$ cat src/design/bufc_pkg.sv
// shared types and constants for the buffered serial port ring control block
package bufc_pkg;

   // ring sizes and derived widths
   localparam int RX_DEPTH   = 64;
   localparam int TX_DEPTH   = 64;
   localparam int RX_PTR_W   = $clog2(RX_DEPTH);
   localparam int TX_PTR_W   = $clog2(TX_DEPTH);
   localparam int RX_FILL_W  = $clog2(RX_DEPTH + 1);
   localparam int TX_FILL_W  = $clog2(TX_DEPTH + 1);
   localparam int BYTE_W     = 8;
   localparam int COUNT_W    = 7;

   // command codes
   typedef enum logic [2:0] {
      CMD_HOST_PUT   = 3'd0,
      CMD_HOST_GET   = 3'd1,
      CMD_LINE_BYTE  = 3'd2,
      CMD_LINE_READY = 3'd3,
      CMD_LINE_ERR   = 3'd4,
      CMD_CLEAR_RX   = 3'd5,
      CMD_CLEAR_TX   = 3'd6
   } cmd_type;

   // result status codes
   typedef enum logic [1:0] {
      STAT_OK       = 2'd0,
      STAT_TX_FULL  = 2'd1,
      STAT_RX_EMPTY = 2'd2,
      STAT_RX_ERROR = 2'd3
   } status_type;

   // receive event codes
   typedef enum logic [1:0] {
      RXEV_NONE    = 2'd0,
      RXEV_STORED  = 2'd1,
      RXEV_FULL    = 2'd2,
      RXEV_DROPPED = 2'd3
   } rx_event_type;

   typedef struct packed {
      cmd_type            command;
      logic [BYTE_W-1:0]  data_byte;
      logic [3:0]         line_errors;
   } req_type;

   typedef struct packed {
      status_type          status;
      logic [BYTE_W-1:0]   data_out;
      logic                data_out_valid;
      logic [COUNT_W-1:0]  rx_count;
      logic [COUNT_W-1:0]  tx_count;
      logic                tx_irq_on;
      logic                tx_char_done;
      logic                tx_ring_drained;
      rx_event_type        rx_event;
      logic                error_pending;
   } rsp_type;

endpackage

$ cat src/design/bufc_ram.sv
// generic single write port, single read port ram with registered read
module bufc_ram #(
   parameter int WIDTH = 8,
   parameter int DEPTH = 64
) (
   input  logic                     clock,
   input  logic                     wr_en,
   input  logic [$clog2(DEPTH)-1:0] wr_addr,
   input  logic [WIDTH-1:0]         wr_data,
   input  logic                     rd_en,
   input  logic [$clog2(DEPTH)-1:0] rd_addr,
   output logic [WIDTH-1:0]         rd_data
);

   logic [WIDTH-1:0] mem [DEPTH];

   // write port and registered read port
   always_ff @(posedge clock) begin
      if (wr_en) begin
         mem[wr_addr] <= wr_data;
      end
      if (rd_en) begin
         rd_data <= mem[rd_addr];
      end
   end

endmodule

$ cat src/design/buffered_uart_fifo_control_top.sv
// top level of the buffered serial port ring control block
//
// Usage: each transfer on the req_ channel carries one command (host put,
// host get, line byte in, line ready, line errors, clear rx, clear tx).
// Every command yields exactly one transfer on the rsp_ channel, in order.
// The command is decoded and the ring pointers, fills and flags are updated
// at the edge where it is accepted; at that same edge the result, less any
// popped byte, is caught in a stage register and the ring memory read is
// issued. When the stage register moves on, the popped byte joins the result
// as it loads the output register, and rsp_valid rises with that load, so the
// result transfer passes through both the stage and the output register. One
// command can be accepted every cycle while req_ready is high; each uses the
// single read port of its ring memory at most once.
// Reset clears all pointers, fills and flags and empties the pipeline; the
// ring contents are not cleared and are only read after being written.
// When the receiver holds rsp_ready low, the output register holds its
// result, the stage register fills, and req_ready then falls until the
// output register is taken.
module buffered_uart_fifo_control_top (
   input  logic              clock,
   input  logic              reset,
   input  logic              req_valid,
   output logic              req_ready,
   input  bufc_pkg::req_type req_data,
   output logic              rsp_valid,
   input  logic              rsp_ready,
   output bufc_pkg::rsp_type rsp_data
);

   // ring control state
   logic [bufc_pkg::RX_PTR_W-1:0]  rx_rd_ptr_ff, rx_rd_ptr_in;
   logic [bufc_pkg::RX_PTR_W-1:0]  rx_wr_ptr_ff, rx_wr_ptr_in;
   logic [bufc_pkg::RX_FILL_W-1:0] rx_fill_ff, rx_fill_in;
   logic [bufc_pkg::TX_PTR_W-1:0]  tx_rd_ptr_ff, tx_rd_ptr_in;
   logic [bufc_pkg::TX_PTR_W-1:0]  tx_wr_ptr_ff, tx_wr_ptr_in;
   logic [bufc_pkg::TX_FILL_W-1:0] tx_fill_ff, tx_fill_in;
   logic overflow_ff, overflow_in;
   logic line_err_ff, line_err_in;
   logic tx_busy_ff, tx_busy_in;
   logic tx_irq_en_ff, tx_irq_en_in;

   // stage and output registers
   logic              stage_valid_ff, stage_valid_in;
   bufc_pkg::rsp_type stage_rsp_ff, stage_rsp_in;
   logic              stage_rd_rx_ff, stage_rd_tx_ff;
   logic              rsp_valid_ff, rsp_valid_in;
   bufc_pkg::rsp_type rsp_ff, rsp_in;

   // memory access strobes
   logic rx_wr_en, rx_rd_en, tx_wr_en, tx_rd_en;
   logic [bufc_pkg::BYTE_W-1:0] rx_rd_data, tx_rd_data;
   logic pop_rx, pop_tx, push_rx, push_tx;

   logic req_xfer, out_free, stage_move;

   // handshake
   assign out_free   = !rsp_valid_ff || rsp_ready;
   assign stage_move = stage_valid_ff && out_free;
   assign req_ready  = !stage_valid_ff || out_free;
   assign req_xfer   = req_valid && req_ready;
   assign rsp_valid  = rsp_valid_ff;
   assign rsp_data   = rsp_ff;

   // command decode and next control state
   always_comb begin
      rx_rd_ptr_in = rx_rd_ptr_ff;
      rx_wr_ptr_in = rx_wr_ptr_ff;
      rx_fill_in   = rx_fill_ff;
      tx_rd_ptr_in = tx_rd_ptr_ff;
      tx_wr_ptr_in = tx_wr_ptr_ff;
      tx_fill_in   = tx_fill_ff;
      overflow_in  = overflow_ff;
      line_err_in  = line_err_ff;
      tx_busy_in   = tx_busy_ff;
      tx_irq_en_in = tx_irq_en_ff;
      push_rx = 1'b0;
      push_tx = 1'b0;
      pop_rx  = 1'b0;
      pop_tx  = 1'b0;
      stage_rsp_in = '0;
      unique case (req_data.command)
         bufc_pkg::CMD_HOST_PUT: begin
            if (tx_fill_ff == bufc_pkg::TX_FILL_W'(bufc_pkg::TX_DEPTH)) begin
               stage_rsp_in.status = bufc_pkg::STAT_TX_FULL;
            end else begin
               push_tx      = 1'b1;
               tx_wr_ptr_in = (tx_wr_ptr_ff == bufc_pkg::TX_PTR_W'(bufc_pkg::TX_DEPTH - 1))
                              ? '0 : tx_wr_ptr_ff + 1'b1;
               tx_fill_in   = tx_fill_ff + 1'b1;
               tx_irq_en_in = 1'b1;
            end
         end
         bufc_pkg::CMD_HOST_GET: begin
            if (rx_fill_ff == '0) begin
               stage_rsp_in.status = bufc_pkg::STAT_RX_EMPTY;
            end else begin
               pop_rx       = 1'b1;
               rx_rd_ptr_in = (rx_rd_ptr_ff == bufc_pkg::RX_PTR_W'(bufc_pkg::RX_DEPTH - 1))
                              ? '0 : rx_rd_ptr_ff + 1'b1;
               rx_fill_in   = rx_fill_ff - 1'b1;
               stage_rsp_in.data_out_valid = 1'b1;
               stage_rsp_in.status = (overflow_ff || line_err_ff)
                                     ? bufc_pkg::STAT_RX_ERROR : bufc_pkg::STAT_OK;
               overflow_in  = 1'b0;
               line_err_in  = 1'b0;
            end
         end
         bufc_pkg::CMD_LINE_BYTE: begin
            if (rx_fill_ff != bufc_pkg::RX_FILL_W'(bufc_pkg::RX_DEPTH)) begin
               push_rx      = 1'b1;
               rx_wr_ptr_in = (rx_wr_ptr_ff == bufc_pkg::RX_PTR_W'(bufc_pkg::RX_DEPTH - 1))
                              ? '0 : rx_wr_ptr_ff + 1'b1;
               rx_fill_in   = rx_fill_ff + 1'b1;
               stage_rsp_in.rx_event =
                  (rx_fill_ff == bufc_pkg::RX_FILL_W'(bufc_pkg::RX_DEPTH - 1))
                  ? bufc_pkg::RXEV_FULL : bufc_pkg::RXEV_STORED;
            end else begin
               overflow_in = 1'b1;
               stage_rsp_in.rx_event = bufc_pkg::RXEV_DROPPED;
            end
         end
         bufc_pkg::CMD_LINE_READY: begin
            stage_rsp_in.tx_char_done = tx_busy_ff;
            if (tx_fill_ff != '0) begin
               pop_tx       = 1'b1;
               tx_rd_ptr_in = (tx_rd_ptr_ff == bufc_pkg::TX_PTR_W'(bufc_pkg::TX_DEPTH - 1))
                              ? '0 : tx_rd_ptr_ff + 1'b1;
               tx_fill_in   = tx_fill_ff - 1'b1;
               tx_busy_in   = 1'b1;
               stage_rsp_in.data_out_valid = 1'b1;
            end else begin
               tx_busy_in   = 1'b0;
               tx_irq_en_in = 1'b0;
               stage_rsp_in.tx_ring_drained = 1'b1;
            end
         end
         bufc_pkg::CMD_LINE_ERR: begin
            if (req_data.line_errors != '0) begin
               line_err_in = 1'b1;
            end
         end
         bufc_pkg::CMD_CLEAR_RX: begin
            rx_fill_in   = '0;
            rx_rd_ptr_in = '0;
            rx_wr_ptr_in = '0;
         end
         bufc_pkg::CMD_CLEAR_TX: begin
            tx_fill_in   = '0;
            tx_rd_ptr_in = '0;
            tx_wr_ptr_in = '0;
         end
         default: begin
         end
      endcase
      stage_rsp_in.rx_count      = bufc_pkg::COUNT_W'(rx_fill_in);
      stage_rsp_in.tx_count      = bufc_pkg::COUNT_W'(tx_fill_in);
      stage_rsp_in.tx_irq_on     = tx_irq_en_in;
      stage_rsp_in.error_pending = line_err_in;
   end

   assign rx_wr_en = req_xfer && push_rx;
   assign tx_wr_en = req_xfer && push_tx;
   assign rx_rd_en = req_xfer && pop_rx;
   assign tx_rd_en = req_xfer && pop_tx;

   // stage and output valid next values
   always_comb begin
      stage_valid_in = stage_valid_ff;
      if (req_xfer) begin
         stage_valid_in = 1'b1;
      end else if (stage_move) begin
         stage_valid_in = 1'b0;
      end
      rsp_valid_in = rsp_valid_ff;
      if (stage_move) begin
         rsp_valid_in = 1'b1;
      end else if (rsp_ready) begin
         rsp_valid_in = 1'b0;
      end
   end

   // popped byte joins the staged result
   always_comb begin
      rsp_in = stage_rsp_ff;
      if (stage_rd_rx_ff) begin
         rsp_in.data_out = rx_rd_data;
      end else if (stage_rd_tx_ff) begin
         rsp_in.data_out = tx_rd_data;
      end
   end

   // control registers
   always_ff @(posedge clock) begin
      if (reset) begin
         rx_rd_ptr_ff   <= '0;
         rx_wr_ptr_ff   <= '0;
         rx_fill_ff     <= '0;
         tx_rd_ptr_ff   <= '0;
         tx_wr_ptr_ff   <= '0;
         tx_fill_ff     <= '0;
         overflow_ff    <= 1'b0;
         line_err_ff    <= 1'b0;
         tx_busy_ff     <= 1'b0;
         tx_irq_en_ff   <= 1'b0;
         stage_valid_ff <= 1'b0;
         rsp_valid_ff   <= 1'b0;
      end else begin
         if (req_xfer) begin
            rx_rd_ptr_ff <= rx_rd_ptr_in;
            rx_wr_ptr_ff <= rx_wr_ptr_in;
            rx_fill_ff   <= rx_fill_in;
            tx_rd_ptr_ff <= tx_rd_ptr_in;
            tx_wr_ptr_ff <= tx_wr_ptr_in;
            tx_fill_ff   <= tx_fill_in;
            overflow_ff  <= overflow_in;
            line_err_ff  <= line_err_in;
            tx_busy_ff   <= tx_busy_in;
            tx_irq_en_ff <= tx_irq_en_in;
         end
         stage_valid_ff <= stage_valid_in;
         rsp_valid_ff   <= rsp_valid_in;
      end
   end

   // payload registers
   always_ff @(posedge clock) begin
      if (req_xfer) begin
         stage_rsp_ff   <= stage_rsp_in;
         stage_rd_rx_ff <= pop_rx;
         stage_rd_tx_ff <= pop_tx;
      end
      if (stage_move) begin
         rsp_ff <= rsp_in;
      end
   end

   // receive ring storage
   bufc_ram #(
      .WIDTH(bufc_pkg::BYTE_W),
      .DEPTH(bufc_pkg::RX_DEPTH)
   ) u_rx_ram (
      .clock   (clock),
      .wr_en   (rx_wr_en),
      .wr_addr (rx_wr_ptr_ff),
      .wr_data (req_data.data_byte),
      .rd_en   (rx_rd_en),
      .rd_addr (rx_rd_ptr_ff),
      .rd_data (rx_rd_data)
   );

   // transmit ring storage
   bufc_ram #(
      .WIDTH(bufc_pkg::BYTE_W),
      .DEPTH(bufc_pkg::TX_DEPTH)
   ) u_tx_ram (
      .clock   (clock),
      .wr_en   (tx_wr_en),
      .wr_addr (tx_wr_ptr_ff),
      .wr_data (req_data.data_byte),
      .rd_en   (tx_rd_en),
      .rd_addr (tx_rd_ptr_ff),
      .rd_data (tx_rd_data)
   );

   // fills never pass the ring depth
   a_fill_bound: assert property (@(posedge clock) disable iff (reset)
      rx_fill_ff <= bufc_pkg::RX_FILL_W'(bufc_pkg::RX_DEPTH) &&
      tx_fill_ff <= bufc_pkg::TX_FILL_W'(bufc_pkg::TX_DEPTH))
      else $error("ring fill beyond depth");

   // a popped byte never comes with a full or empty status
   a_pop_status: assert property (@(posedge clock) disable iff (reset)
      rsp_valid_ff && rsp_ff.data_out_valid |->
         rsp_ff.status != bufc_pkg::STAT_TX_FULL &&
         rsp_ff.status != bufc_pkg::STAT_RX_EMPTY)
      else $error("popped byte with failing status");

   // a staged result is kept while the output register is blocked
   a_stage_hold: assert property (@(posedge clock) disable iff (reset)
      stage_valid_ff && !out_free |=> stage_valid_ff && $stable(stage_rsp_ff))
      else $error("staged result lost under stall");

   // an accepted put to a ring with space raises the transmit fill by one
   a_put_fill: assert property (@(posedge clock) disable iff (reset)
      req_xfer && req_data.command == bufc_pkg::CMD_HOST_PUT &&
      tx_fill_ff != bufc_pkg::TX_FILL_W'(bufc_pkg::TX_DEPTH) |=>
         tx_fill_ff == $past(tx_fill_ff) + 1'b1)
      else $error("transmit fill not advanced on put");

endmodule
$ cat config.mk
export PLATFORM = sky130hd
export DESIGN_NAME = buffered_uart_fifo_control_top
export DESIGN_NICKNAME = d
export VERILOG_FILES = /design/src/design/bufc_pkg.sv /design/src/design/bufc_ram.sv /design/src/design/buffered_uart_fifo_control_top.sv
export SDC_FILE = /design/constraint.sdc
export NUM_CORES = 1
export LEC_CHECK = 0
export ABC_AREA = 1
export BUFFER_PORTS_ARGS = -buffer_cell sky130_fd_sc_hd__clkbuf_2
export CORE_MARGIN = 4
export CORE_UTILIZATION = 37
export DETAILED_ROUTE_END_ITERATION = 8
export PLACE_DENSITY = 0.56
export SLEW_MARGIN = 20
export SYNTH_ARGS = -nofsm -noshare
export SYNTH_HDL_FRONTEND = slang
export SYNTH_SLANG_ARGS = --single-unit
$ cat constraint.sdc
create_clock -name clock -period 4.6 [get_ports clock]
set_clock_uncertainty 0.15 [all_clocks]
set_input_delay 0.23 -clock clock [delete_from_list [all_inputs] [get_ports clock]]
set_output_delay 0.23 -clock clock [all_outputs]
set_load 0.02 [all_outputs]
== After elaboration in Yosys (flattened, before gate mapping) ==
Memories as Yosys holds them, arrays and structs flattened. A register that Yosys moved wholly into a read port is not among the register bits.
Cells that the tools add are included.

* Register bits after elaboration: 100
* RAM bits: 1024
* Input port bits: 19
* Output and inout bits: 33
* Logic and storage cells: 142
* Memories kept: 2

* $add $sub $neg: 8
* Equality and inequality tests: 18
* Multiplexer cells: 53
* Reductions and logical operators: 28

{| class="wikitable"
|+ Memory list
! memory !! depth !! bits a word !! rd ports !! clocked after Yosys merged registers in !! wr ports !! line !! RTL
|-
| u_rx_ram.mem || 64 || 8 || 1 || 1 || 1 || bufc_ram.sv:15 || <nowiki>logic [WIDTH-1:0] mem [DEPTH];</nowiki>
|-
| u_tx_ram.mem || 64 || 8 || 1 || 1 || 1 || bufc_ram.sv:15 ||
|}

{| class="wikitable"
|+ Operator list
! operator !! count
|-
| $mux 6 || 8
|-
| $pmux 6 s2 || 4
|-
| $pmux 7 s3 || 2
|-
| $mux 7 || 4
|-
| $add 6x1->6 const B || 4
|-
| $eq 6x6->1 const B || 4
|-
| $mux 1 || 24
|-
| $mux 8 || 2
|-
| $add 7x1->7 const B || 2
|-
| $reduce_bool 2->1 || 7
|-
| $sub 7x1->7 const B || 2
|-
| $reduce_and 3->1 || 4
|-
| $ne 2x2->1 const B || 5
|-
| $eq 3x3->1 const B || 3
|-
| $mux 2 || 4
|-
| $pmux 1 s2 || 4
|-
| $eq 7x6->1 const B || 1
|-
| $eq 7x7->1 const B || 1
|-
| $logic_not 7->1 || 1
|-
| $ne 7x7->1 const B || 1
|-
| $reduce_bool 7->1 || 1
|-
| $eq 3x2->1 const B || 2
|-
| $logic_and 1x1->1 || 6
|-
| $pmux 2 s2 || 1
|-
| 7 further kinds || 10
|}

== Longest topological paths before layout ==
Gate-level depths: netlist of the first run.

* Depth after elaboration: 7
* Depth in mapped cells: 14
* Depth with buffers taken out: 12

== Modules after synthesis ==
A second synthesis of the first run with hierarchy kept.

* Cell total of the unflattened synthesis: 4229
* Area total of the unflattened synthesis: 47774.6 um^2

{| class="wikitable"
|+ Modules (own cells, without submodules)
! module !! times used !! cells each !! area each (um^2) !! seq. area each (um^2)
|-
| bufc_ram || 2 || 1805 || 21419.3 || 15615.0
|-
| buffered_uart_fifo_control_top || 1 || 619 || 4936.0 || 2562.5
|}

== Worst setup path before layout of the first run ==
Ideal clock, no wire load.

* Path type: register -> register
* Start: reg rsp_valid_ff (netlist: rsp_valid)
* End: reg rsp_ff, in the netlist rsp_data[0], enable pin
* Setup time: 0.429 ns
* Arrival: 1.984 ns
* Data required time: 4.021 ns
* Slack: 2.037 ns
* Cell stages (with the launch flop): 2
* Path buffers: 0
* Period minus slack after synthesis: 2.563 ns
* Cell sequence: dfxtp_1 a21oi_1

* Longest elaborated chain between the ends: 3

{| class="wikitable"
|+ Ends and longest elaborated chain
! what !! line !! RTL
|-
| start, declared || buffered_uart_fifo_control_top.sv:46 || <nowiki>logic rsp_valid_ff, rsp_valid_in;</nowiki>
|-
| start signal, assigned || buffered_uart_fifo_control_top.sv:221 || <nowiki>rsp_valid_ff <= rsp_valid_in;</nowiki>
|-
| $logic_not 1->1 || buffered_uart_fifo_control_top.sv:57 || <nowiki>assign out_free = !rsp_valid_ff || rsp_ready;</nowiki>
|-
| $logic_or 1x1->1 || buffered_uart_fifo_control_top.sv:57 ||
|-
| $logic_and 1x1->1 || buffered_uart_fifo_control_top.sv:58 || <nowiki>assign stage_move = stage_valid_ff && out_free;</nowiki>
|-
| end signal, assigned || buffered_uart_fifo_control_top.sv:233 || <nowiki>rsp_ff <= rsp_in;</nowiki>
|-
| end, declared || buffered_uart_fifo_control_top.sv:47 || <nowiki>bufc_pkg::rsp_type rsp_ff, rsp_in;</nowiki>
|}

No other way between the ends.
A chain may end at the register's enable or synchronous reset.

== Final worst setup path of the first run ==
* Start: reg rx_fill_ff[0] in the netlist's numbering
* End: mem u_rx_ram.mem[41][6], enable pin

* Longest elaborated chain between the ends: 6

{| class="wikitable"
|+ Ends and longest elaborated chain
! what !! line !! RTL
|-
| start, declared || buffered_uart_fifo_control_top.sv:33 || <nowiki>logic [bufc_pkg::RX_FILL_W-1:0] rx_fill_ff, rx_fill_in;</nowiki>
|-
| start signal, assigned || buffered_uart_fifo_control_top.sv:211 || <nowiki>rx_fill_ff <= rx_fill_in;</nowiki>
|-
| $ne 7x7->1 || buffered_uart_fifo_control_top.sv:109 || <nowiki>if (rx_fill_ff != bufc_pkg::RX_FILL_W'(bufc_pkg::RX_DEPTH)) begin</nowiki>
|-
| $mux 1 || buffered_uart_fifo_control_top.sv:109 ||
|-
| $mux 1 || buffered_uart_fifo_control_top.sv:81 || <nowiki>unique case (req_data.command)</nowiki>
|-
| $logic_and 1x1->1 || buffered_uart_fifo_control_top.sv:161 || <nowiki>assign rx_wr_en = req_xfer && push_rx;</nowiki>
|-
| $mux 1 || bufc_ram.sv:19 || <nowiki>if (wr_en) begin</nowiki>
|-
| $mux 1 (implied by the code) || bufc_ram.sv:20 || <nowiki>mem[wr_addr] <= wr_data;</nowiki>
|-
| end, declared || bufc_ram.sv:15 ||
|}

No other way between the ends.

==> results.py, run 1 <==
metrics = {
    "run_status": {
        "outcome": "finished clean",
    },
    "detailed_routing": {
        "wire_per_inst_um": 19.9,
        "drt_wl_total_mm": 128,
        "ant_nets": 0,
        "drt-pass1-iter-count": 6,
        "top_layer": "met5",
        "remaining_drc_errors": 0,
        "wl_met2_mm": 60.3,
        "dr_wl_met3_mm": 6.75,
        "drt_iter0_markers": 3146,
        "wirelength_met1_mm": 57.6,
        "vias": 32110,
        "avgViaCountPerCell": 5.00,
    },
    "setup_path": {
        "path_max_fanout": 10,
        "cp_cell_sequence": "inv_1, ha_1, nand2_1, inv_1, nand3_1, nand2_1, nor2_4, nand2_1, nor2_1",
        "worstSetupStartpointType": "flip-flop",
        "path_delay_family": "simple AND/OR/NAND/NOR gates",
        "critical_path_required_ns": 4.79,
        "worst-path-buf-inv": 2,
        "end_kind": "flip-flop",
        "slowest_delay_ns": 0.73,
        "cp_common_cell": "nand2_1",
        "arrival_ns": 3.38,
        "worstSetupPathType": "flip-flop to flip-flop",
        "cp_slowest_cell": "nor2_1",
    },
    "sta": {
        "max_freq_mhz": 313,
        "rsz0062_at_grt": "false",
        "hold_violations": 0,
        "timing.final.ws_setup_ns": 1.41,
        "maxSlewViolCount": 0,
        "fin_tns_setup_ns": 0,
        "period_share_pct": 69.5,
        "tightest_slew_ns": 1.13,
        "min_period_ns": 3.19,
        "setup_violations": 0,
        "maxSlewHeadroom_pct": 24.5,
    },
    "logic_synthesis": {
        "yosys.area.top_type": "edfxtp_1",
        "synth-xor-area-share_pct": 0.144,
        "synth_area_leaders": "edfxtp_1, nand2_1, nand3_1",
        "synth_top_area_share_pct": 67.8,
        "synth_most_common_cell": "nand2_1",
        "async_flop_share_pct": 0,
        "synth_edf_count": 1096,
        "synthAdderAreaFrac_pct": 0.232,
        "synth_cell_types": 37,
        "synth_top_family_by_area": "simple AND/OR/NAND/NOR gates",
        "synthSimpleGateAreaFrac_pct": 23.6,
        "avgSynthCellArea_sq_um": 10.6,
        "yosys_warnings": 0,
        "synth_common_cells": "nand2_1, edfxtp_1, nand3_1",
        "seq_area_frac_synth_pct": 69.6,
        "synthMuxAreaShare_pct": 0,
        "synth_compound_area_share_pct": 0.884,
        "syn-cell-area_sq_um": 48500,
        "synthCells": 4592,
        "mappedNetlistNets": 4620,
        "synthFlopType": "edfxtp_1",
        "ys_ff_latch": 1140,
    },
    "power": {
        "combPwrFrac_pct": 5.0,
        "p_clk_share_pct": 41.9,
        "intPower_mw": 16.9,
        "seqPwrFrac_pct": 53.1,
        "powerDensity_nw_per_um2": 399,
        "vdd_drop_max_v": 0.000364,
        "p_leak_nw": 20.8,
        "swShare_pct": 22.1,
        "p_sw_mw": 4.80,
    },
    "job": {
        "max_cap_violations": 0,
    },
    "layout": {
        "drive_above_1_share_pct": 6.69,
        "area_growth_pct": 11.7,
        "diodes": 0,
        "nets": 4615,
    },
    "die": {
        "core_sq_um": 130000,
        "die_y_um": 370,
        "die_area_sq_um": 137000,
        "rows": 132,
        "dieWidth_um": 370,
        "initial_core_util_pct": 37.3,
        "num_io_pins": 52,
    },
    "cts": {
        "cts_setup_buffers": 0,
        "cts_buffers": 115,
        "clock-sinks": 1140,
        "cts-root-buf": "clkbuf_16",
        "post_cts_resized": 0,
        "holdBufCountCts": 17,
        "cts_tree": "done",
        "h-tree-depth": 3,
        "clock_latency_ns": 0.72,
        "path_clk_slew_ns": 0.06,
        "clockBufferDepth": 3,
    },
    "grt": {
        "grt_pass1_wl_mm": 193,
        "grt_max_degree": 164,
        "antenna_found_initial": 4,
        "grtUsageTotal_pct": 18.5,
        "grt_pass1_vias": 31134,
        "grt_overflow_total": 0,
    },
    "place": {
        "post-dp-hpwl_mm": 74.1,
        "pre_cts_ws_ns": 1.44,
        "port_buffers": 51,
        "place_congestion": 0.836,
    },
    "worst_hold_path": {
        "hp-class": "input port to flip-flop",
    },
}
state kept, by name, indices dropped and copies added (netlist names):
signal	cells
rx_rd_ptr_ff	6
tx_fill_ff	7
u_tx_ram.rd_data	8
rsp_valid	1
u_rx_ram.mem	512
stage_rd_rx_ff	1
tx_wr_ptr_ff	6
tx_rd_ptr_ff	6
tx_busy_ff	1
overflow_ff	1
stage_valid_ff	1
u_rx_ram.rd_data	8
rsp_in	23
line_err_ff	1
stage_rd_tx_ff	1
rx_fill_ff	7
rsp_data	31
rx_wr_ptr_ff	6
tx_irq_en_ff	1
u_tx_ram.mem	512
logic make-up (layout without fill, tap and decap cells):
group                      count (synthesis)  in the layout
AOI/OAI and AO/OA                         84             84
xor gates and xnor gates                   8              8
adders and majority gates                  9              9
buffers and inverters                    674            762
DFF                                     1140           1140
and+or+nand+nor                         2677           2677
routing by layer:
layer / up-vias / global-route usage [%]
met3: 211 / 2.74
met2: 949 / 29.9
met1: 15569 / 25.9
met4: 2 / 5.13
met5: - / 0
li1: 15379 / -
power by group through the flow:
stage | combinational (mW) | clock [mW] | sequential, mW
final | 1.07 | 9.07 | 11.5
after CTS | 1.09 | 9.24 | 11.5
after floorplan | 0.611 | 0 | 11.7
after global placement | 1.06 | 0 | 11.7
after global routing | 1.20 | 9.65 | 11.5
after detailed placement | 1.07 | 0 | 11.7
layout make-up:
| cell class | count | area (sq um) |
|---|---|---|
| fill | 12563 | 75800 |
| sequential | 1140 | 33800 |
| multi-input combinational | 2778 | 12100 |
| clock buffer | 158 | 3190 |
| tap | 1742 | 2180 |
| inverter | 442 | 1690 |
| timing repair buffer | 110 | 853 |
| clock inverter | 52 | 435 |
path summary, 6_finish.rpt:
check	startpoint	to	slack, ns	depth (start not counted)
worst min register to register	rsp_in[16]	rsp_data[16]	0.27	0
worst max-delay path	rx_fill_ff[0]	u_rx_ram.mem[41][6]	1.41	9
worst min-delay path	req_data[5]	u_rx_ram.mem[55][1]	0.01	1
worst max register to register	rx_fill_ff[0]	u_rx_ram.mem[41][6]	1.41	9
through the flow:
stage / instance area, sq um / hold WS [ns] / cells / util [%] / power (mW)
after floorplan: 48500 / 0.179 / 4592 / - / 12.3
after global placement: 50400 / 0.252 / 6195 / 38.8 / 12.8
final: 54200 / 0.0113 / 6422 / 41.7 / 21.7
after detailed placement: 50400 / 0.256 / 6195 / 38.8 / 12.8
after CTS: 54200 / 0.00198 / 6422 / 41.7 / 21.8
after global routing: 54200 / 0.0316 / 6422 / 41.7 / 22.4
cell usage in the layout, fill, tap and decap left out, types with 3 or more instances in the layout:
master,instances
a21oi_1,46
clkbuf_8,11
bufinv_16,6
inv_1,414
buf_6,8
o21ai_0,29
clkinv_1,25
clkinv_2,22
buf_12,5
nand3_1,849
clkbuf_1,30
inv_6,7
nor2_2,4
buf_4,37
clkbuf_16,117
nor2_1,182
nand2_2,7
dlygate4sd3_1,17
nand4_1,15
dfxtp_4,4
nand2_1,1583
edfxtp_1,1096
nand3_2,4
o21ai_1,4
clkbuf_2,43
clkinv_8,3
dfxtp_1,38
ha_1,9
inv_2,14
nand4_4,9
xor2_1,8
nor3_1,14
(Power assumes the default switching activity.)
==> run 2, diff against run 1 <==
Settings changed: ABC_AREA 1 to 0, PLACE_DENSITY 0.56 to 0.58.
Clock period 4.6 ns to 2.8 ns, I/O delays scaled along.
==> results.py, run 2 <==
metrics = {
    "place": {
        "post-dp-hpwl_mm": 70.6,
        "dp_cells": 4104,
        "place_congestion": 0.853,
        "postPlaceCellArea_sq_um": 48800,
        "port_buffers": 51,
    },
    "detailed_routing": {
        "ant_nets": 0,
        "wirelength_met1_mm": 47.3,
        "top_layer": "met4",
        "avgViaCountPerCell": 5.53,
        "drt_iter0_markers": 2973,
        "remaining_drc_errors": 0,
        "wire_per_inst_um": 25.6,
        "vias": 23900,
        "drt-pass1-iter-count": 7,
        "drt_wl_total_mm": 110,
        "wl_met2_mm": 53.7,
        "dr_wl_met3_mm": 6.72,
    },
    "power": {
        "p_leak_nw": 16.2,
        "vdd_drop_max_v": 0.000527,
        "fin_total_pwr_mw": 34.5,
        "powerDensity_nw_per_um2": 655,
    },
    "setup_path": {
        "cp_cell_sequence": "buf_12, mux4_2, a22oi_1, a21oi_1, or4_1",
        "slowest_delay_ns": 0.54,
        "critical_path_required_ns": 3.06,
        "worst-path-buf-inv": 1,
        "cp_num_cells": 5,
        "r2r-start": "tx_rd_ptr_ff[0]",
        "ff2ff_path_depth": 5,
        "end_kind": "flip-flop",
        "worstSetupPathType": "flip-flop to flip-flop",
        "crit_start": "tx_rd_ptr_ff[0]",
        "path_delay_family": "compound AO/OA/AOI/OAI gates",
        "r2r_slack_ns": 0.09,
        "arrival_ns": 2.97,
        "path_max_fanout": 16,
        "cp_slowest_cell": "or4_1",
        "worstSetupStartpointType": "flip-flop",
    },
    "layout": {
        "fin_cells": 4322,
        "drive_above_1_share_pct": 28.8,
        "stdcell_area_sq_um": 52600,
        "nets": 2647,
        "final_common_cell": "edfxtp_1",
        "area_growth_pct": 16.7,
        "fillerInstances": 10457,
        "final_cell_mix": "edfxtp_1, mux4_2, buf_4",
        "ff_latch_area_sq_um": 33800,
        "multi_input_area_sq_um": 10700,
    },
    "logic_synthesis": {
        "syn-cell-area_sq_um": 45100,
        "mappedNetlistNets": 2389,
        "synth-xor-area-share_pct": 0.117,
        "synth_cell_types": 78,
        "synthSimpleGateAreaFrac_pct": 4.50,
        "synth_area_leaders": "edfxtp_1, mux4_2, dfxtp_1",
        "yosys_warnings": 0,
        "synth_edf_count": 1096,
        "synth_top_area_share_pct": 73.0,
        "ys_ff_latch": 1140,
        "async_flop_share_pct": 0,
        "synthMuxAreaShare_pct": 13.4,
        "synth_common_cells": "edfxtp_1, mux4_2, nor2_1",
        "synthFlopType": "edfxtp_1",
        "synthCells": 2361,
        "yosys.area.top_type": "edfxtp_1",
        "synth_compound_area_share_pct": 5.08,
        "synth_top_family_by_area": "multiplexers",
        "seq_area_frac_synth_pct": 74.9,
        "synthAdderAreaFrac_pct": 0.250,
        "synth_most_common_cell": "edfxtp_1",
        "avgSynthCellArea_sq_um": 19.1,
    },
    "job": {
        "max_cap_violations": 0,
    },
    "cts": {
        "clockBufferDepth": 3,
        "cts_tree": "done",
        "path_clk_slew_ns": 0.06,
        "cts_setup_buffers": 0,
        "h-tree-depth": 3,
        "cts-root-buf": "clkbuf_16",
        "clock_latency_ns": 0.68,
        "cts_buffers": 111,
        "clock-sinks": 1140,
    },
    "sta": {
        "tightest_slew_ns": 1.18,
        "max_freq_mhz": 369,
        "setup_violations": 0,
        "maxSlewHeadroom_pct": 21.3,
        "maxSlewViolCount": 0,
        "finalHoldWorstSlack_ns": 0.133,
        "rsz0062_at_grt": "true",
        "min_period_ns": 2.71,
        "hold_violations": 0,
        "fin_tns_setup_ns": 0,
        "period_share_pct": 96.9,
    },
    "die": {
        "num_io_pins": 52,
        "initial_core_util_pct": 37.4,
        "core_sq_um": 120000,
        "rows": 127,
        "die_y_um": 357,
        "dieWidth_um": 357,
        "die_area_sq_um": 128000,
    },
    "grt": {
        "grtUsageTotal_pct": 17.3,
        "grt_pass1_wl_mm": 165,
        "antenna_found_initial": 1,
        "grt_max_degree": 129,
        "grt_overflow_total": 0,
        "grt_pass1_vias": 24355,
    },
    "worst_hold_path": {
        "min_path_cells": 6,
        "worstHoldStart": "req_data[12]",
        "hp-class": "input port to flip-flop",
    },
    "run_status": {
        "outcome": "finished clean",
    },
}
==> run 2: changes by cell type after synthesis, sizes merged, moves of 23 or more <==
cell / previous run / this run
inv: 434 / 22
nand3: 854 / 29
a22oi: 0 / 63
buf: 146 / 80
nand2: 1590 / 54
mux4: 0 / 242
clkbuf: 86 / 60
a22o: 0 / 23
a21oi: 47 / 80
mux2: 0 / 23
mux2i: 0 / 33
==> run 2: worst register-to-register path: stages, from the launching register on <==
cell,delay (ns)
dfxtp_4,0.42
buf_12,0.20
mux4_2,0.52
a22oi_1,0.40
a21oi_1,0.22
or4_1,0.55
==> run 2: cells by family after synthesis <==
logic type | Yosys count
adders and majority gates | 9
muxes | 298
xor gates and xnor gates | 6
AOI/OAI and AO/OA | 323
and+or+nand+nor | 423
DFF | 1140
buffers and inverters | 162
==> run 2: per-stage QoR <==
| step | worst slack, ns | util, % |
|---|---|---|
| 6_report | 0.0870 | 43.7 |
| 5_1_grt | -0.00321 | 43.7 |
| 4_1_cts | 0.000363 | 43.6 |
| 3_5_place_dp | -0.586 | 40.5 |
| 3_3_place_gp | -0.506 | 40.5 |
| 2_1_floorplan | 0.125 | - |
==> run 2: cell type report <==
cell class,instances,area share [%]
antenna,1,0.00475
tap,1612,3.83
sequential,1140,64.2
clock buffer,144,5.69
timing repair buffer,285,4.77
multi-input combinational,1059,20.3
inverter,22,0.157
clock inverter,59,1.03
==> run 2: repair_timing <==
| action | 4_1_cts | 5_1_grt |
|---|---|---|
| resized for setup | 22 | 31 |
| hold buffers | 14 | 0 |
| setup endpoints to repair | 168 | 392 |
| hold endpoints to repair | 525 | 0 |
| pin swaps | 0 | 0 |
==> run 2: report_power, final <==
group / internal, mW / leakage (nW) / total [mW] / switching, mW
combinational: 0.394 / 4.26 / 1.13 / 0.734
sequential: 18.7 / 10.3 / 18.8 / 0.0419
clock: 8.28 / 1.73 / 14.6 / 6.28
==> run 2: path summary, 6_finish.rpt <==
path                                       endpoint
worst min-delay path                  tx_fill_ff[0]
worst max register to register  u_tx_ram.rd_data[2]
worst min register to register          rsp_data[5]
worst max-delay path            u_tx_ram.rd_data[2]
==> run 2: routing by layer <==
metal / GRT usage [%] / up-vias
met4: 4.98 / 0
met2: 28.1 / 934
met3: 2.54 / 171
met5: 0 / -
met1: 24.4 / 12568
li1: - / 10227
